**src/rtl/core/kab_pkg.sv**
```systemverilog
// ----------------------------------------------------------------------------
// kab_pkg
// Shared types, widths and helpers of the angle/bias Kalman filter.
// ----------------------------------------------------------------------------
package kab_pkg;

  localparam int KAB_DATA_WIDTH = 32;
  localparam int CFG_W          = 30;
  localparam int CFG_IDX_W      = 2;
  localparam int MUL_A_W        = 33;
  localparam int MUL_B_W        = 34;
  localparam int DIV_STEPS      = 31;

  localparam logic [CFG_IDX_W-1:0] CFG_ANGLE_NOISE = 2'd0;
  localparam logic [CFG_IDX_W-1:0] CFG_BIAS_NOISE  = 2'd1;
  localparam logic [CFG_IDX_W-1:0] CFG_MEAS_NOISE  = 2'd2;

  localparam logic [CFG_W-1:0] ANGLE_NOISE_RST = 30'd1073742;
  localparam logic [CFG_W-1:0] BIAS_NOISE_RST  = 30'd3221225;
  localparam logic [CFG_W-1:0] MEAS_NOISE_RST  = 30'd32212255;

  typedef enum logic [4:0] {
    ST_IDLE, ST_RATE, ST_ANG, ST_STEP, ST_INNER, ST_PAA, ST_PBB, ST_YS,
    ST_DIV0, ST_DIV1, ST_UA, ST_UB, ST_CBA, ST_CAA, ST_CBB, ST_CAB, ST_OUT
  } kab_state_t;

  typedef struct packed {
    logic neg;     // subtract the product from the accumulator
    logic frac30;  // shift by 30, else by 16
    logic sat_dw;  // saturate to DATA_WIDTH, else to 32 bits
  } kab_mac_ctl_t;

  function automatic logic [31:0] sat33to32(input logic signed [32:0] v);
    logic [31:0] r;
    if (v[32] != v[31]) r = v[32] ? 32'h8000_0000 : 32'h7fff_ffff;
    else                r = v[31:0];
    return r;
  endfunction

endpackage

```
**src/rtl/core/kab_mac.sv**
```systemverilog
// ----------------------------------------------------------------------------
// kab_mac
// Shared multiply, round-half-up shift, accumulate and saturate unit.
// Product registered on go; result valid the cycle after.
// ----------------------------------------------------------------------------
module kab_mac import kab_pkg::*; #(
  parameter int DATA_WIDTH = KAB_DATA_WIDTH,
  localparam int ACC_W = (DATA_WIDTH > 32) ? DATA_WIDTH : 32
) (
  input  logic                      clk,
  input  logic                      go,
  input  kab_mac_ctl_t              ctl,
  input  logic signed [MUL_A_W-1:0] a,
  input  logic signed [MUL_B_W-1:0] b,
  input  logic signed [ACC_W-1:0]   acc,
  output logic signed [ACC_W-1:0]   res
);

  localparam int PW = MUL_A_W + MUL_B_W;
  localparam int SW = PW + 1;
  localparam logic signed [SW-1:0] HI_DW = (SW'(1) <<< (DATA_WIDTH - 1)) - SW'(1);
  localparam logic signed [SW-1:0] HI_32 = (SW'(1) <<< 31) - SW'(1);

  logic signed [PW-1:0]  p_r;
  logic signed [ACC_W-1:0] acc_r;
  kab_mac_ctl_t          ctl_r;
  logic signed [PW-1:0]  rnd;
  logic signed [PW-1:0]  term;
  logic signed [SW-1:0]  sum;
  logic signed [SW-1:0]  hi;
  logic signed [SW-1:0]  lo;
  logic signed [SW-1:0]  sat;

  always_ff @(posedge clk) begin
    if (go) begin
      p_r   <= PW'(a) * PW'(b);
      acc_r <= acc;
      ctl_r <= ctl;
    end
  end

  always_comb begin
    rnd  = p_r + (ctl_r.frac30 ? (PW'(1) <<< 29) : (PW'(1) <<< 15));
    term = ctl_r.frac30 ? (rnd >>> 30) : (rnd >>> 16);
    sum  = ctl_r.neg ? (SW'(acc_r) - SW'(term)) : (SW'(acc_r) + SW'(term));
    hi   = ctl_r.sat_dw ? HI_DW : HI_32;
    lo   = -hi - SW'(1);
    if (sum > hi)      sat = hi;
    else if (sum < lo) sat = lo;
    else               sat = sum;
    res  = sat[ACC_W-1:0];
  end

endmodule

```
**config.mk**
```make
export PLATFORM = sky130hd
export DESIGN_NAME = kab_mac
export DESIGN_NICKNAME = d
export VERILOG_FILES = /design/src/rtl/core/kab_pkg.sv /design/src/rtl/core/kab_mac.sv
export SDC_FILE = /design/constraint.sdc
export NUM_CORES = 2
export LEC_CHECK = 0
export BUFFER_PORTS_ARGS = -buffer_cell sky130_fd_sc_hd__buf_2
export CAP_MARGIN = 25
export CORE_UTILIZATION = 72
export DETAILED_ROUTE_END_ITERATION = 7
export PLACE_DENSITY = 0.91
export REMOVE_ABC_BUFFERS = 1
export SYNTH_ARGS = -nofsm -noshare
export SYNTH_HDL_FRONTEND = slang
export SYNTH_SLANG_ARGS = --single-unit
```
**constraint.sdc**
```tcl
create_clock -name clk -period 16.35 [get_ports clk]
set_clock_uncertainty 0.1 [all_clocks]
set_input_delay 2.4525 -clock clk [delete_from_list [all_inputs] [get_ports clk]]
set_output_delay 2.4525 -clock clk [all_outputs]
set_load 0.005 [all_outputs]
```
[Yosys cells after proc, flatten, opt, wreduce, memory -nomap -nowiden]
Index checks and enable logic that the tools add are counted.
Word-level totals
  flip-flop bits (word level): 101
  input bits: 104
Cells by class
  $add $sub $neg: 3
  mux-type cells: 5
  magnitude comparators: 2
  $mul: 1
Operator list (number)
  68-bit by 32-bit greater-than comparator with 1-bit output, second input constant: 1
  68-bit by 32-bit less-than comparator with 1-bit output, second input constant: 1
  68-bit two-way mux: 1
  67-bit by 31-bit adder with 67-bit output: 1
  33-bit by 34-bit multiplier with 67-bit output: 1
  32-bit two-way mux: 2
  32-bit by 51-bit adder with 52-bit output: 1
  32-bit by 51-bit subtractor with 52-bit output: 1
  50-bit two-way mux: 1
  30-bit two-way mux: 1

[Longest topological paths before layout]
  depth after elaboration: 8
  depth in mapped cells: 40

[Worst setup path after synthesis]
Ideal clock, no wire load.
  path type: flip-flop to output port
  from: register ctl_r[1] (netlist bit)
  to: output res[10]
  path slack: 5204 ps
  buffers on the path: 9
  cell stages (with the launch flop): 40
  arrival time: 8594 ps
  cells stage by stage: edfxtp_1 -> buf_2 -> clkbuf_1 -> clkbuf_1 -> clkbuf_1 -> clkbuf_1 -> buf_1 -> buf_1 -> nor2b_1 -> ha_1 -> nand4_1 -> nor4_4 -> o21ai_0 -> xor2_1 -> o21ai_0 -> inv_1 -> ha_1 -> inv_1 -> [... 4 more ...] -> and3_1 -> and2_1 -> a21oi_1 -> xnor2_1 -> ha_1 -> nand2_1 -> o21ai_0 -> a2111oi_0 -> o41ai_1 -> a21oi_1 -> a311oi_1 -> a311o_1 -> nand3_1 -> or4b_2 -> nor4_2 -> clkbuf_1 -> nand3_1 -> nand4_1
Between the ends
  longest elaborated chain between the ends: 8
  elaborated cells between the ends (all ways): 10
Ends and longest elaborated chain
  start: declaration: RTL line kab_mac.sv:26  | kab_mac_ctl_t ctl_r;
  start signal: assignment: RTL line kab_mac.sv:38  | ctl_r <= ctl;
  30-bit two-way mux: RTL line kab_mac.sv:43  | rnd = p_r + (ctl_r.frac30 ? (PW'(1) <<< 29) : (PW'(1) <<< 15));
  67-bit by 31-bit adder with 67-bit output: RTL line kab_mac.sv:43
  50-bit two-way mux: RTL line kab_mac.sv:44  | term = ctl_r.frac30 ? (rnd >>> 30) : (rnd >>> 16);
  32-bit by 51-bit adder with 52-bit output / 32-bit by 51-bit subtractor with 52-bit output (equally long branches): RTL line kab_mac.sv:45  | sum = ctl_r.neg ? (SW'(acc_r) - SW'(term)) : (SW'(acc_r) + SW'(term));
  68-bit two-way mux (*): RTL line kab_mac.sv:45
  68-bit by 32-bit less-than comparator with 1-bit output: RTL line kab_mac.sv:49  | else if (sum < lo) sat = lo;
  32-bit two-way mux: RTL line kab_mac.sv:49
  32-bit two-way mux (*): RTL line kab_mac.sv:48  | if (sum > hi) sat = hi;
  end: declaration: RTL line kab_mac.sv:16  | output logic signed [ACC_W-1:0] res
Every way passes the cells marked *; elsewhere a longest branch is shown, timed or not.

[Worst setup path in the final report]
  from: register ctl_r[1] (netlist bit)
  to: output res[29]
The elaborated chain is that of the path after synthesis.

==> flow_summary_export.csv <==
group,metric,value,unit
synth,synth_cell_type_count,96,
sta,setup_ws,3.65,ns
floorplanning,die_h,260,um
synth,syn-cell-area,0.0479,mm2
setup_path,slowest_delay,0.74,ns
global_routing,grt_pass1_vias,42292,
placed_design,gp_congestion,0.968,
setup_path,path_delay_family,"simple AND/OR/NAND/NOR gates",
clock_network,cts_tree,"done",
setup_path,cp_common_cell,"nand3_1",
drt,drcViolationCount,2,
synth,synthArstFlopShare,0,%
setup_path,critPathMaxFanout,72,
drt,via_per_inst,6.31,
setup_path,worstPathRequired,13.80,ns
global_routing,grt_util_all_layers,41.4,%
clock_network,clock_sinks,86,
drt,num_vias,38134,
sta,hold_ws,2.17,ns
sta,tightest_slew,1.10,ns
final_layout,nets,6723,
floorplanning,ios,136,
clock_network,postCtsHoldBufs,0,
final_layout,drive_gt1_share,4.11,%
synth,yosys_warnings,0,
setup_path,criticalPathCategory,"flop to output port",
sta,relSlewSlack,26.4,%
setup_path,endpoint_kind,"output port",
synth,netlist_instances,5293,
drt,drt-pass1-iter-count,8,
clock_network,ctsRootBufferMaster,"clkbuf_16",
global_routing,grt_pass1_wl,215000,um
final_layout,final_common_cell,"fa_1",
clock_network,numCtsBuffers,9,
sta,hold_viol_final,0,
synth,synth_edf_count,86,
floorplanning,core-area,0.0659,mm2
min_path,hp-class,"input port to flop",
synth,yosys_register_bits,86,
floorplanning,start_util,72.8,%
global_routing,overflow,0,
synth,synth-seq-area-share,5.39,%
setup_path,crit_start,"ctl_r[1]$_DFFE_PP_",
setup_path,worst-path-buf-inv,3,
final_layout,nFillCells,4368,
sta,setup_tns,0,ns
setup_path,crit_end,"res[29]",
final_layout,fin_cells,6045,
floorplanning,die_w,260,um
sta,setup_viol,0,
global_routing,antenna_found_initial,1,
floorplanning,dieArea,0.0676,mm2
floorplanning,rows,94,
flow_run,max_cap_violations,0,
synth,avgSynthCellArea,9.05,um2
drt,drt_wl_total,134000,um
placed_design,dp.cells,6026,
sta,fin_crit,12.70,ns
setup_path,arrival,10.14,ns
clock_network,path_clk_slew,0.07,ns
clock_network,cts-resized-gates,0,
sta,rsz0062_at_grt,"no",
global_routing,grt_max_degree,73,
outcome,status,"finished, violations left",
synth,synth_top_flop_cell,"edfxtp_1",
outcome,failed_checks,"design-rule violations",
sta,final.period_utilization,77.7,%
placed_design,post-dp-hpwl,105000,um
drt,ant_nets,0,
sta,max_freq,0.0788,GHz
sta,finalMaxSlewViolations,0,
setup_path,cp.depth,30,
setup_path,cp-start-kind,"flop",
drt,wl_per_cell,22.1,um
clock_network,clk_path_buf_depth,2,
drt,drtIter0Drc,3653,
clock_network,htree_levels,3,
placed_design,numPortBuffers,134,
placed_design,preCtsSetupSlack,3.75,ns
setup_path,crit_slowest_cell,"or4b_2",
final_layout,final_cell_mix,"fa_1, inv_1, nand2_1, and2_1, ha_1",
clock_network,cts_setup_buffers,0,
final_layout,syn_to_final_growth,2.44,%
[cell usage after synthesis (all sizes together), types with 7 or more instances]
library cell	n	area share (%)
nor4	21	0.39
a21oi	135	1.4
nor3	53	0.59
fa	1176	49
edfxtp	86	5.4
a21o	40	0.63
o2111ai	7	0.13
buf	37	0.44
ha	268	7.0
and2	339	4.4
nand4	72	0.98
inv	1110	8.7
o211ai	20	0.32
o21bai	22	0.34
a211oi	17	0.28
or3	16	0.21
and3	17	0.22
a21boi	8	0.13
o21ai	73	0.76
nand2b	41	0.54
clkbuf	241	1.9
xor2	68	1.2
nor2b	14	0.18
mux2i	16	0.33
xnor2	121	2.2
a31oi	21	0.27
nand3	130	1.4
o21a	22	0.34
nand2	860	6.7
nor2	117	0.92
o31ai	9	0.15
[kinds of logic (layout without fill, tap and decap cells)]
group,after synthesis,after routing,share of synthesized area [%]
muxes,20,20,0.428
and+or+nand+nor,1716,1716,17.2
AOI/OAI and AO/OA,450,450,6.33
DFF,86,86,5.39
adders and majority gates,1444,1444,56.1
xor gates and xnor gates,189,189,3.45
buffers and inverters,1388,1275,11.0
other,0,1,0
[state kept, by name, indices dropped and copies added (netlist names)]
signal / flops
ctl_r: 2
p_r: 52
acc_r: 32
[cell type report]
class | count | area (um2) | share of cell area (%)
multi-input cells | 3819 | 40100 | 81.7
inverters | 1110 | 4170 | 8.49
flip-flops and latches | 86 | 2580 | 5.26
well taps | 864 | 1080 | 2.20
repair buffers | 149 | 853 | 1.74
clock buffers | 9 | 225 | 0.459
clock inverters | 7 | 75.1 | 0.153
diodes | 1 | 2.50 | 0.00510
[metal layers]
layer	routed length, um	vias to the layer above	track usage (%)
met1	44500	18754	49.5
met4	8760	0	22.5
li1	-	15826	-
met3	15700	824	9.75
met2	64700	2730	69.4
met5	0	-	0
[how the worst min path moves through the flow]
stage,cells past startpoint,from,endpoint
6_report,1,acc[18],acc_r[18]$_DFFE_PP_
4_1_cts,1,acc[31],acc_r[31]$_DFFE_PP_
5_1_grt,1,acc[29],acc_r[29]$_DFFE_PP_
3_3_place_gp,1,acc[31],acc_r[31]$_DFFE_PP_
3_5_place_dp,1,acc[19],acc_r[19]$_DFFE_PP_
2_1_floorplan,0,acc[0],acc_r[0]$_DFFE_PP_
[per-stage QoR]
step,area (um2),util (%)
floorplan,46800,-
global placement,48700,73.9
detailed placement,48700,74.0
CTS,49000,74.4
global route,49100,74.5
finish,49100,74.5
Power is not shown: default switching activity piles up to over one toggle a cycle in this logic, so the estimate is an artifact.
