## src/rtl/core/kab_pkg.sv

```systemverilog
// ----------------------------------------------------------------------------
// kab_pkg
// Shared types, widths and helpers of the angle/bias Kalman filter.
// ----------------------------------------------------------------------------
package kab_pkg;

  localparam int KAB_DATA_WIDTH = 32;
  localparam int CFG_W          = 30;
  localparam int CFG_IDX_W      = 2;
  localparam int MUL_A_W        = 33;
  localparam int MUL_B_W        = 34;
  localparam int DIV_STEPS      = 31;

  localparam logic [CFG_IDX_W-1:0] CFG_ANGLE_NOISE = 2'd0;
  localparam logic [CFG_IDX_W-1:0] CFG_BIAS_NOISE  = 2'd1;
  localparam logic [CFG_IDX_W-1:0] CFG_MEAS_NOISE  = 2'd2;

  localparam logic [CFG_W-1:0] ANGLE_NOISE_RST = 30'd1073742;
  localparam logic [CFG_W-1:0] BIAS_NOISE_RST  = 30'd3221225;
  localparam logic [CFG_W-1:0] MEAS_NOISE_RST  = 30'd32212255;

  typedef enum logic [4:0] {
    ST_IDLE, ST_RATE, ST_ANG, ST_STEP, ST_INNER, ST_PAA, ST_PBB, ST_YS,
    ST_DIV0, ST_DIV1, ST_UA, ST_UB, ST_CBA, ST_CAA, ST_CBB, ST_CAB, ST_OUT
  } kab_state_t;

  typedef struct packed {
    logic neg;     // subtract the product from the accumulator
    logic frac30;  // shift by 30, else by 16
    logic sat_dw;  // saturate to DATA_WIDTH, else to 32 bits
  } kab_mac_ctl_t;

  function automatic logic [31:0] sat33to32(input logic signed [32:0] v);
    logic [31:0] r;
    if (v[32] != v[31]) r = v[32] ? 32'h8000_0000 : 32'h7fff_ffff;
    else                r = v[31:0];
    return r;
  endfunction

endpackage

```

## src/rtl/core/kab_div.sv

```systemverilog
// ----------------------------------------------------------------------------
// kab_div
// Serial gain divider: (num * 2^30) / den, truncated, saturated to 32 bits.
// One quotient bit per cycle; overflow detected up front.
// ----------------------------------------------------------------------------
module kab_div import kab_pkg::*; (
  input  logic               clk,
  input  logic               rst_n,
  input  logic               go,
  input  logic signed [31:0] num,
  input  logic [31:0]        den,
  output logic signed [31:0] quo,
  output logic               done
);

  logic        busy_r;
  logic        done_r;
  logic [4:0]  cnt_r;
  logic [31:0] rem_r;
  logic        nbit_r;
  logic [30:0] q_r;
  logic        neg_r;
  logic [31:0] den_r;
  logic [31:0] quo_r;
  logic [31:0] mag;
  logic        ovf;
  logic [32:0] t;
  logic        ge;
  logic [32:0] t_sub;
  logic [30:0] q_nxt;

  always_comb begin
    mag   = num[31] ? 32'(-num) : 32'(num);
    ovf   = {1'b0, mag} >= {den, 1'b0};
    t     = {rem_r, nbit_r};
    ge    = t >= {1'b0, den_r};
    t_sub = t - {1'b0, den_r};
    q_nxt = {q_r[29:0], ge};
  end

  always_ff @(posedge clk) begin
    if (!rst_n) begin
      busy_r <= 1'b0;
      done_r <= 1'b0;
    end else begin
      done_r <= 1'b0;
      if (go) begin
        neg_r  <= num[31];
        den_r  <= den;
        rem_r  <= {1'b0, mag[31:1]};
        nbit_r <= mag[0];
        q_r    <= '0;
        cnt_r  <= 5'(DIV_STEPS);
        if (ovf) begin
          done_r <= 1'b1;
          quo_r  <= num[31] ? 32'h8000_0000 : 32'h7fff_ffff;
        end else begin
          busy_r <= 1'b1;
        end
      end else if (busy_r) begin
        rem_r  <= ge ? t_sub[31:0] : t[31:0];
        nbit_r <= 1'b0;
        q_r    <= q_nxt;
        cnt_r  <= cnt_r - 5'd1;
        if (cnt_r == 5'd1) begin
          busy_r <= 1'b0;
          done_r <= 1'b1;
          quo_r  <= neg_r ? -{1'b0, q_nxt} : {1'b0, q_nxt};
        end
      end
    end
  end

  assign quo  = quo_r;
  assign done = done_r;

endmodule

```

## config.mk

```make
export PLATFORM = sky130hd
export DESIGN_NAME = kab_div
export DESIGN_NICKNAME = d
export VERILOG_FILES = /design/src/rtl/core/kab_pkg.sv /design/src/rtl/core/kab_div.sv
export SDC_FILE = /design/constraint.sdc
export NUM_CORES = 1
export LEC_CHECK = 0
export BUFFER_PORTS_ARGS = -buffer_cell sky130_fd_sc_hd__clkbuf_2
export CAP_MARGIN = 40
export CORE_UTILIZATION = 60
export CTS_BUF_LIST = sky130_fd_sc_hd__clkbuf_2
export DETAILED_ROUTE_END_ITERATION = 6
export PLACE_DENSITY_LB_ADDON = 0.12
export SKIP_LAST_GASP = 1
export SYNTH_ARGS = -nofsm -noshare
export SYNTH_HDL_FRONTEND = slang
export SYNTH_SLANG_ARGS = --single-unit
export TNS_END_PERCENT = 100
```

## constraint.sdc

```tcl
create_clock -name clk -period 5.55 [get_ports clk]
set_input_delay 0 -clock clk [delete_from_list [all_inputs] [get_ports clk]]
set_output_delay 0 -clock clk [all_outputs]
set_load 0.02 [all_outputs]
```

# Yosys cells after proc, flatten, opt, wreduce, memory -nomap -nowiden
# Cells that the tools add are included.
# Widths: inputs -> output; s select.
# totals
reg_bits	135
output_inout_bits	33
# op_classes
n_addsub	4
order_cmp	2
n_eq_ne	3
muxes	22
reduce_logical	5
# op_table
op	count
$mux 32	9
$ge 32x33->1	1
$ge 33x32->1	1
$neg 31->32	1
$neg 32->32	1
$sub 32x32->32	1
$mux 31	1
$mux 30	1
$mux 1	10
$eq 5x1->1 const B	1
$mux 5	1
$sub 5x1->5 const B	1
$reduce_and 2->1	2
$reduce_and 4->1	1
$reduce_bool 2->1	2
$ne 2x1->1 const B	1
$ne 2x2->1 const B	1

# Logic depth before layout (Yosys ltp)
# Gate-level depths: netlist of the first run.
# depth
word_depth	6
mapped_depth	18
depth_no_buf	16

# Worst setup path before layout of the first run
# No wires, ideal clock.
# synth_path
kind	register to register
start	register rem_r[17]
end	register quo_r[28] (netlist: quo[28]) (data pin)
setup_time_ps	274
t_arrival_ps	3709
required_ps	5276
slack_ps	1567
path_stages_with_launch	18
n_path_buf	2
cell_sequence	edfxtp_1 -> ha_1 -> clkbuf_2 -> a211oi_1 -> o211ai_1 -> a21o_1 -> a211oi_1 -> a211o_2 -> nand2_2 -> inv_2 -> clkbuf_1 -> ha_1 -> nand4_1 -> nand2b_1 -> or3_1 -> o31ai_1 -> xor2_1 -> a21boi_0
# synth_via
elab_chain_len	6
# synth_rtl
element	line_no	text
start: declaration	kab_div.sv:19	logic [31:0] rem_r;
start signal: assignment	kab_div.sv:50	rem_r <= {1'b0, mag[31:1]};
start signal: assignment	kab_div.sv:61	rem_r <= ge ? t_sub[31:0] : t[31:0];
$ge 33x32->1	kab_div.sv:36	ge = t >= {1'b0, den_r};
$neg 31->32	kab_div.sv:68	quo_r <= neg_r ? -{1'b0, q_nxt} : {1'b0, q_nxt};
$mux 32	kab_div.sv:68	
$mux 32	kab_div.sv:65	if (cnt_r == 5'd1) begin
$mux 32	kab_div.sv:60	end else if (busy_r) begin
$mux 32	kab_div.sv:47	if (go) begin
end signal: assignment	kab_div.sv:56	quo_r <= num[31] ? 32'h8000_0000 : 32'h7fff_ffff;
end signal: assignment	kab_div.sv:68	
end: declaration	kab_div.sv:24	logic [31:0] quo_r;
# No other way between the ends. The select of a mux whose other input is x is not followed.
# A chain may end at the register's enable or synchronous reset.

# Worst setup path in the final report of the first run
# layout_path
start	input num[4]
end	register quo_r[6] (netlist: quo[6]) (enable)
# layout_via
elab_chain_len	5
# layout_rtl
element	line_no	text
start: declaration	kab_div.sv:10	input logic signed [31:0] num,
$neg 32->32	kab_div.sv:33	mag = num[31] ? 32'(-num) : 32'(num);
$mux 32 (*)	kab_div.sv:33	
$ge 32x33->1 (*)	kab_div.sv:34	ovf = {1'b0, mag} >= {den, 1'b0};
$ne 2x1->1 (no source line) (*)	n/a	
$reduce_and 4->1 (no source line) (*)	n/a	
# Every way passes the cells marked *; elsewhere a longest branch is shown, timed or not.

==> flow_metrics.py, run 1 <==
metrics = {
    "clock_network": {
        "root_buffer": "clkbuf_2",
        "cts.clk_slew.worst_paths_ps": 220,
        "h-tree-depth": 4,
        "cts_sinks": 135,
        "cts_tree": "done",
        "clk_latency_ps": 760,
        "cts_setup_buffers": 0,
        "clockBufferDepth": 2,
        "cts_buffers": 17,
    },
    "final_layout": {
        "nFillCells": 1064,
        "syn2layout_area_growth_pct": 22.6,
        "layout-drive-gt1-share_pct": 14.0,
        "layout_commonest_cell": "edfxtp_1",
        "layout.nets": 1309,
        "mostFrequentLayoutCells": "133 x edfxtp_1, 116 x clkbuf_2, 116 x dlygate4sd3_1, 84 x nand2_1, 82 x inv_1",
    },
    "place": {
        "place.gp.congestion": 0.932,
        "dp.final_hpwl_um": 15600,
        "io_buffers": 99,
    },
    "synth": {
        "syn-num-nets": 1102,
        "ys_top_cells_by_area": "edfxtp_1 42%, ha_1 8.9%, xnor2_1 4.0%",
        "syn_area_um2": 9400,
        "synth_cell_type_count": 75,
        "yosys.area.top_type": "edfxtp_1",
        "synth-main-ff-cell": "edfxtp_1",
        "synth_seq_cells": 135,
        "netlist.area_leader.share_pct": 42.5,
        "synth-seq-area-share_pct": 42.9,
        "avgSynthCellArea_um2": 9.72,
        "synth-edff-count": 133,
        "async_flop_share_pct": 0,
        "syn-instance-count": 967,
        "ys_warn_count": 0,
    },
    "global_route": {
        "antenna_found_initial": 1,
        "grt_max_degree": 60,
        "grt_overflow": 0,
        "grt_usage_pct": 32.8,
        "grt_pass1_wl_um": 41200,
        "grt_pass1_vias": 8205,
    },
    "drt": {
        "dr.pass1.iters": 6,
        "drc": 0,
        "wl_per_cell_um": 18.2,
        "drt-total-wl_um": 25400,
        "drt_iter0_drc": 845,
        "via_per_inst": 6.03,
        "final_antenna_net_count": 0,
        "route.vias.total": 8427,
    },
    "setup_path": {
        "worstPathMaxFanout": 32,
        "end_kind": "flop",
        "r2r_end": "quo[28]",
        "rr_worst_depth": 16,
        "setup.worst_path.start_class": "input pin",
        "worst-setup-path-type": "in -> reg",
        "cp_cell_sequence": "dlygate4sd3_1, clkbuf_2, nor4_4, nand4b_1, or4_4, or3_4, o31a_1, xor2_1, ha_1, nand4b_1, nor2_1, nand3_1, nor3_1, nor3_1, o22ai_1, a31o_2",
        "r2r_start": "den_r[22]",
        "critical-path-slowest-cell": "a31o_2",
        "critPathTopFamily": "simple AND/OR/NAND/NOR gates",
        "path_buf_inv": 2,
        "max_stage_delay_ps": 660,
        "crit_required_ps": 5930,
        "ff2ff_setup_slack_ps": 1330,
        "cp.arrival_ps": 4800,
    },
    "pwr": {
        "seq_power_share_pct": 44.4,
        "p_leak_nw": 4.75,
        "finalPower_mw": 2.82,
        "clkPwrFrac_pct": 24.2,
        "netSwitchingPower_mw": 0.939,
        "switching_share_pct": 33.3,
        "vdd_ir_drop_max_mv": 0.146,
        "pwr-share-comb_pct": 31.4,
        "p_int_mw": 1.88,
        "cellPowerDensity_nw_per_um2": 245,
    },
    "run": {
        "cap_violations": 0,
    },
    "hold_path": {
        "holdCritStartpoint": "num[0]",
        "min_path_cells": 4,
        "hold_end": "nbit_r",
        "hp-class": "in -> reg",
    },
    "floorplan": {
        "row_count": 45,
        "die_h_um": 127,
        "fp.dieArea_um2": 16200,
        "die-width_um": 127,
        "core_um2": 15300,
        "start_util_pct": 61.6,
        "ioPinCount": 100,
    },
    "timing": {
        "drv_slew": 0,
        "worst_slew_pin_slew_ps": 845,
        "rsz0062_at_grt": "no",
        "fin_crit_sh_pct": 79.6,
        "max_freq_mhz": 226,
        "hold_violations": 0,
        "finalSetupViolCount": 0,
        "clock_skew_ps": 42.8,
        "finalSetupTns_ps": 0,
        "relSlewSlack_pct": 43.6,
        "period_needed_ps": 4420,
    },
    "run_status": {
        "outcome": "completed",
    },
}
[Yosys cell counts (all sizes together), types with 3 or more instances]
| master | n |
|---|---|
| edfxtp | 133 |
| inv | 85 |
| nand2 | 85 |
| ha | 67 |
| nor2 | 64 |
| a21oi | 53 |
| o21ai | 46 |
| xnor2 | 43 |
| nor2b | 36 |
| a31oi | 28 |
| xor2 | 28 |
| clkbuf | 27 |
| nand3 | 26 |
| a21o | 23 |
| nor3 | 21 |
| a21boi | 17 |
| o31ai | 15 |
| or3 | 13 |
| buf | 11 |
| nand4 | 11 |
| nor4 | 10 |
| o211ai | 10 |
| a211oi | 9 |
| nand2b | 9 |
| o311ai | 9 |
| o21a | 8 |
| or4 | 8 |
| a311oi | 6 |
| o41ai | 6 |
| and3 | 5 |
| mux2 | 5 |
| and2 | 4 |
| a2111oi | 3 |
| a211o | 3 |
| and4 | 3 |
| nand4b | 3 |
| o211a | 3 |
| o22ai | 3 |
[registers in the layout, summed over array words and instances (netlist names)]
| name | flops |
|---|---|
| busy_r | 1 |
| cnt_r | 5 |
| den_r | 32 |
| done | 1 |
| nbit_r | 1 |
| neg_r | 1 |
| q_r | 30 |
| quo | 32 |
| rem_r | 32 |
[power groups by stage]
stage	Clock (mW)	Sequential, mW	Combinational (mW)
after floorplan	0	1.27	0.575
after global placement	0	1.27	0.760
after detailed placement	0	1.27	0.773
after CTS	0.680	1.25	0.853
after global routing	0.724	1.26	0.976
final	0.682	1.25	0.887
[worst max-delay path by stage]
stage	slack (ps)	start	to	cells after the start
after global routing	930	num[4]	quo[28]	16
after CTS	1330	rem_r[21]	quo[28]	15
final	1130	num[4]	quo[6]	16
after detailed placement	1100	num[4]	quo[30]	15
after floorplan	1570	rem_r[17]	quo[28]	17
after global placement	1230	num[4]	quo[28]	15
[final cells by class]
type | instances | area (um2) | share of cell area [%]
Timing Repair Buffer | 226 | 1750 | 15.2
Sequential cell | 135 | 4030 | 35.0
Clock buffer | 17 | 85.1 | 0.738
Multi-Input combinational cell | 709 | 4890 | 42.4
Tap cell | 211 | 264 | 2.29
Inverter | 85 | 319 | 2.77
Clock inverter | 14 | 181 | 1.57
Antenna cell | 1 | 2.50 | 0.0217
[worst min-delay path: stages]
cell and delay (ps):
dlygate4sd3_1 530, clkbuf_2 140, inv_1 80, nor2_1 80
[per-layer routing]
| layer | share of wire [%] | routed length [um] | GRT usage [%] |
|---|---|---|---|
| met1 | 42 | 10700 | 42.0 |
| met2 | 48 | 12300 | 54.5 |
| met3 | 6.0 | 1520 | 5.40 |
| met4 | 3.4 | 868 | 15.5 |
| met5 | 0 | 0 | 0 |
[stage by stage]
step	std cells	setup WS, ps	instance area (um2)	hold slack, ps	utilization, %
after floorplan	967	1570	9400	98.9	-
after global placement	1248	1230	10100	193	66.0
after detailed placement	1250	1100	10100	194	66.1
after CTS	1397	1330	11500	107	75.5
after global routing	1398	934	11500	149	75.5
final	1398	1130	11500	165	75.5
[kinds of logic (layout without fill, tap and decap cells)]
kind of cell,count (synthesis),count (layout),share of synthesized area (%)
AND/OR/NAND/NOR,304,304,16.5
AO/OA/AOI/OAI,259,259,18.9
flip-flops,135,135,42.9
buffers and inverters,123,342,5.05
XOR/XNOR,71,71,6.62
adder cells (fa/ha/maj),68,68,9.13
multiplexers,7,7,0.812
other,0,1,0
[timing repair]
action / 4_1_cts / 5_1_grt
endpoints found under the hold margin: 148 / 0
gates resized for setup: 0 / 0
hold buffers: 116 / 0
Note: power is estimated with default switching activity, not from simulation.
==> run 2, diff against run 1 <==
--- a/config.mk
+++ b/config.mk
@@ -7,7 +7,7 @@
 export LEC_CHECK = 0
 export BUFFER_PORTS_ARGS = -buffer_cell sky130_fd_sc_hd__clkbuf_2
 export CAP_MARGIN = 40
-export CORE_UTILIZATION = 60
+export CORE_UTILIZATION = 56
 export CTS_BUF_LIST = sky130_fd_sc_hd__clkbuf_2
 export DETAILED_ROUTE_END_ITERATION = 6
 export PLACE_DENSITY_LB_ADDON = 0.12
==> constraint.sdc (replaced) <==
create_clock -name clk -period 3.8 [get_ports clk]
set_input_delay 0 -clock clk [delete_from_list [all_inputs] [get_ports clk]]
set_output_delay 0 -clock clk [all_outputs]
set_load 0.02 [all_outputs]
==> flow_metrics.py, run 2 (synthesis gave the netlist of run 1 again) <==
metrics = {
    "run_status": {
        "outcome": "completed",
    },
    "timing": {
        "hold_ws_ps": 84.4,
        "finalWorstSetupSlack_ps": 82.6,
        "finalSetupTns_ps": 0,
        "period_needed_ps": 3720,
        "max_freq_mhz": 269,
        "drv_slew": 0,
        "fin_crit_sh_pct": 97.8,
        "clock_skew_ps": 40.8,
        "worst_slew_pin_slew_ps": 796,
        "hold_violations": 0,
        "relSlewSlack_pct": 46.8,
        "finalSetupViolCount": 0,
    },
    "pwr": {
        "cellPowerDensity_nw_per_um2": 335,
        "vdd_ir_drop_max_mv": 0.186,
        "finalPower_mw": 4.03,
        "p_leak_nw": 5.08,
    },
    "final_layout": {
        "layout-drive-gt1-share_pct": 19.5,
        "mostFrequentLayoutCells": "133 x edfxtp_1, 111 x clkbuf_2, 104 x dlygate4sd3_1, 84 x nand2_1, 82 x inv_1",
        "fin_util_pct": 74.6,
        "stdcell_area_um2": 12000,
        "syn2layout_area_growth_pct": 27.9,
        "layout.nets": 1361,
        "final_cells": 1457,
        "layout_commonest_cell": "edfxtp_1",
    },
    "global_route": {
        "grt_pass1_vias": 8369,
        "grt_usage_pct": 29.9,
        "antenna_found_initial": 1,
        "grt_overflow": 0,
        "grt_pass1_wl_um": 41300,
        "grt_max_degree": 65,
    },
    "drt": {
        "route.vias.total": 8591,
        "via_per_inst": 5.90,
        "drt-total-wl_um": 25600,
        "final_antenna_net_count": 0,
        "dr.pass1.iters": 5,
        "drt_iter0_drc": 945,
        "wl_per_cell_um": 17.6,
        "drc": 0,
    },
    "place": {
        "dpl_cell_area_um2": 10500,
        "dp_worst_setup_slack_ps": -81.2,
        "place.gp.congestion": 0.905,
        "io_buffers": 99,
        "dp.final_hpwl_um": 17100,
        "dpl.cell_count": 1308,
    },
    "floorplan": {
        "start_util_pct": 58.3,
        "die_h_um": 132,
        "fp.dieArea_um2": 17300,
        "row_count": 46,
        "die-width_um": 132,
        "core_um2": 16100,
        "ioPinCount": 100,
    },
    "setup_path": {
        "setup.worst_path.start_class": "input pin",
        "end_kind": "flop",
        "crit_required_ps": 4280,
        "worst-setup-path-type": "in -> reg",
        "cp.arrival_ps": 4190,
        "worstPathMaxFanout": 8,
    },
    "hold_path": {
        "hp-class": "in -> reg",
    },
    "clock_network": {
        "root_buffer": "clkbuf_2",
        "cts.clk_slew.worst_paths_ps": 200,
        "clockBufferDepth": 2,
        "clk_latency_ps": 740,
        "h-tree-depth": 4,
        "cts_sinks": 135,
        "cts_tree": "done",
        "cts_buffers": 17,
    },
    "run": {
        "cap_violations": 0,
    },
}
-- run 2: cell type report --
cell class / instances / area (um2)
Tap cell: 216 / 270
Multi-Input combinational cell: 709 / 4970
Clock inverter: 14 / 124
Sequential cell: 135 / 4030
Timing Repair Buffer: 278 / 2210
Antenna cell: 2 / 5.00
Fill cell: 1169 / 4090
Clock buffer: 18 / 90.1
Inverter: 85 / 319
-- run 2: what timing repair did --
item | in CTS | in global routing
setup endpoints to repair | 0 | 36
hold endpoints to repair | 124 | 0
resized for setup | 0 | 26
setup buffers | 0 | 10
hold buffers | 108 | 0
-- run 2: layer usage --
layer	vias to the layer above	global-route usage (%)	share of wire, %
met1	4072	41.1	45
met5	-	0	0
met2	364	47.0	45
met3	56	5.44	6.9
li1	4099	-	-
met4	0	11.4	2.7
-- run 2: worst paths after layout --
check | from | to | slack (ps) | depth (start not counted)
hold / removal | den[31] | den_r[31] | 80 | 2
hold reg to reg | busy_r | busy_r | 630 | 2
setup / recovery | num[8] | quo[5] | 80 | 19
setup reg to reg | rem_r[18] | quo[28] | 170 | 16
-- run 2: power by group --
part           total (mW)  internal, mW  switching [mW]
registers            1.83          1.77          0.0610
clock network       0.833         0.246           0.587
logic                1.36         0.609           0.754
-- run 2: worst max-delay path, stage by stage --
cell and delay [ps]:
dlygate4sd3_1 540, clkbuf_2 130, nor4_4 140, buf_4 170
nand4b_1 130, or4_4 590, or3_4 430, buf_4 150
o31ai_4 250, xnor2_2 110, ha_1 320, nand4_1 120
nor2_2 150, nand3_1 110, nor3_2 190, nor3_2 90
o22ai_2 150, a31o_4 220, clkbuf_16 190
==> run 3, diff against run 2 <==
--- a/config.mk
+++ b/config.mk
@@ -11,6 +11,7 @@
 export CTS_BUF_LIST = sky130_fd_sc_hd__clkbuf_2
 export DETAILED_ROUTE_END_ITERATION = 6
 export PLACE_DENSITY_LB_ADDON = 0.12
+export SETUP_SLACK_MARGIN = 0.15
 export SKIP_LAST_GASP = 1
 export SYNTH_ARGS = -nofsm -noshare
 export SYNTH_HDL_FRONTEND = slang
==> flow_metrics.py, run 3 (synthesis gave the netlist of run 1 again) <==
metrics = {
    "run_status": {
        "outcome": "finished, violations left",
        "violations": "DRC",
    },
    "global_route": {
        "grt_usage_pct": 30.4,
        "grt_pass1_vias": 8257,
        "busiest_layer": "met2",
        "grt_pass1_wl_um": 41500,
        "met2_usage_pct": 48.0,
        "use_met1_pct": 42.1,
        "antenna_found_initial": 1,
        "use_met3_pct": 5.48,
        "grt_max_degree": 66,
        "grt_overflow": 0,
    },
    "hold_path": {
        "hp-class": "in -> reg",
    },
    "floorplan": {
        "die_h_um": 132,
        "die-width_um": 132,
        "ioPinCount": 100,
        "fp.dieArea_um2": 17300,
        "core_um2": 16100,
        "row_count": 46,
        "start_util_pct": 58.3,
    },
    "final_layout": {
        "syn2layout_area_growth_pct": 30.0,
        "nFillCells": 1116,
        "layout.nets": 1366,
        "layout_commonest_cell": "edfxtp_1",
        "mostFrequentLayoutCells": "133 x edfxtp_1, 121 x clkbuf_2, 112 x dlygate4sd3_1, 81 x inv_1, 81 x nand2_1",
        "fin_util_pct": 75.8,
        "final_cells": 1461,
        "layout-drive-gt1-share_pct": 21.2,
    },
    "setup_path": {
        "crit_required_ps": 4350,
        "end_kind": "flop",
        "setup.worst_path.start_class": "input pin",
        "worstPathMaxFanout": 8,
        "cp.arrival_ps": 4280,
        "worst-setup-path-type": "in -> reg",
    },
    "drt": {
        "wl_per_cell_um": 18.8,
        "drc": 4,
        "route.vias.total": 8723,
        "final_antenna_net_count": 0,
        "dr.pass1.iters": 7,
        "drt-total-wl_um": 27400,
        "drt_iter0_drc": 979,
        "via_per_inst": 5.97,
    },
    "timing": {
        "fin_crit_sh_pct": 98.1,
        "worst_slew_pin_slew_ps": 800,
        "period_needed_ps": 3730,
        "finalWorstSetupSlack_ps": 71.8,
        "hold_violations": 0,
        "drv_slew": 0,
        "max_freq_mhz": 268,
        "clock_skew_ps": 34.0,
        "hold_ws_ps": 114,
        "finalSetupTns_ps": 0,
        "finalSetupViolCount": 0,
        "rsz0062_at_grt": "no",
        "relSlewSlack_pct": 46.6,
    },
    "place": {
        "dp_worst_setup_slack_ps": -152,
        "dp.final_hpwl_um": 17100,
        "place.gp.congestion": 0.921,
        "io_buffers": 99,
        "dpl.cell_count": 1298,
    },
    "clock_network": {
        "cts_sinks": 135,
        "h-tree-depth": 4,
        "clk_latency_ps": 790,
        "cts_buffers": 17,
        "clockBufferDepth": 2,
        "cts.clk_slew.worst_paths_ps": 200,
        "root_buffer": "clkbuf_2",
        "cts_tree": "done",
    },
    "pwr": {
        "p_leak_nw": 5.07,
        "cellPowerDensity_nw_per_um2": 342,
        "vdd_ir_drop_max_mv": 0.215,
    },
    "run": {
        "cap_violations": 0,
    },
}
## run 3: path summary, 6_finish.rpt
check | start | to | slack, ps | cells past startpoint
max | num[2] | quo[12] | 70 | 16
min | num[16] | rem_r[19] | 110 | 7
max reg2reg | rem_r[21] | quo[28] | 260 | 16
min reg2reg | busy_r | busy_r | 590 | 2
## run 3: cell type report
cell class / count / area, um2 / area share [%]
Antenna cell: 1 / 2.50 / 0.0205
Tap cell: 216 / 270 / 2.21
Multi-Input combinational cell: 712 / 5170 / 42.3
Clock buffer: 22 / 110 / 0.901
Sequential cell: 135 / 4030 / 33.0
Timing Repair Buffer: 280 / 2190 / 17.9
Inverter: 85 / 319 / 2.61
Clock inverter: 10 / 123 / 1.00
## run 3: through the flow
stage               total power [mW]  area (um2)
detailed placement              3.07       10500
global placement                3.04       10400
finish                          4.17       12200
floorplan                       2.70        9440
CTS                             4.05       11900
global route                    4.36       12200
## run 3: where the power goes
group | internal, mW | switching (mW) | total, mW | leakage, nW
Combinational | 0.644 | 0.802 | 1.45 | 3.67
Sequential | 1.77 | 0.0652 | 1.84 | 1.26
Clock | 0.320 | 0.574 | 0.893 | 0.141
Total | 2.73 | 1.44 | 4.17 | 5.07
## run 3: repair_timing
action / CTS / global route
setup endpoints to repair: 3 / 41
hold buffers: 111 / 1
gates resized for setup: 7 / 41
setup buffers: 4 / 11
hold endpoints to repair: 104 / 1
gates cloned: 0 / 3
pin swaps: 5 / 17
## run 3: critical path: stages
cell           delay, ps
dlygate4sd3_1        540
clkbuf_2             140
nor4_4               410
nand4b_1             220
or4_4                490
or3_4                440
nand2_2              100
xnor2_2              130
ha_1                 290
a21o_1               180
a21o_1               180
a21oi_1              170
o21ai_2              100
a211o_1              290
o22a_4               260
a31o_4               320
## run 3: routing by layer
| layer | wire length, um | up-vias |
|---|---|---|
| met4 | 690 | 0 |
| met2 | 12600 | 432 |
| met1 | 12100 | 4102 |
| met3 | 2040 | 71 |
| met5 | 0 | - |
| li1 | - | 4118 |
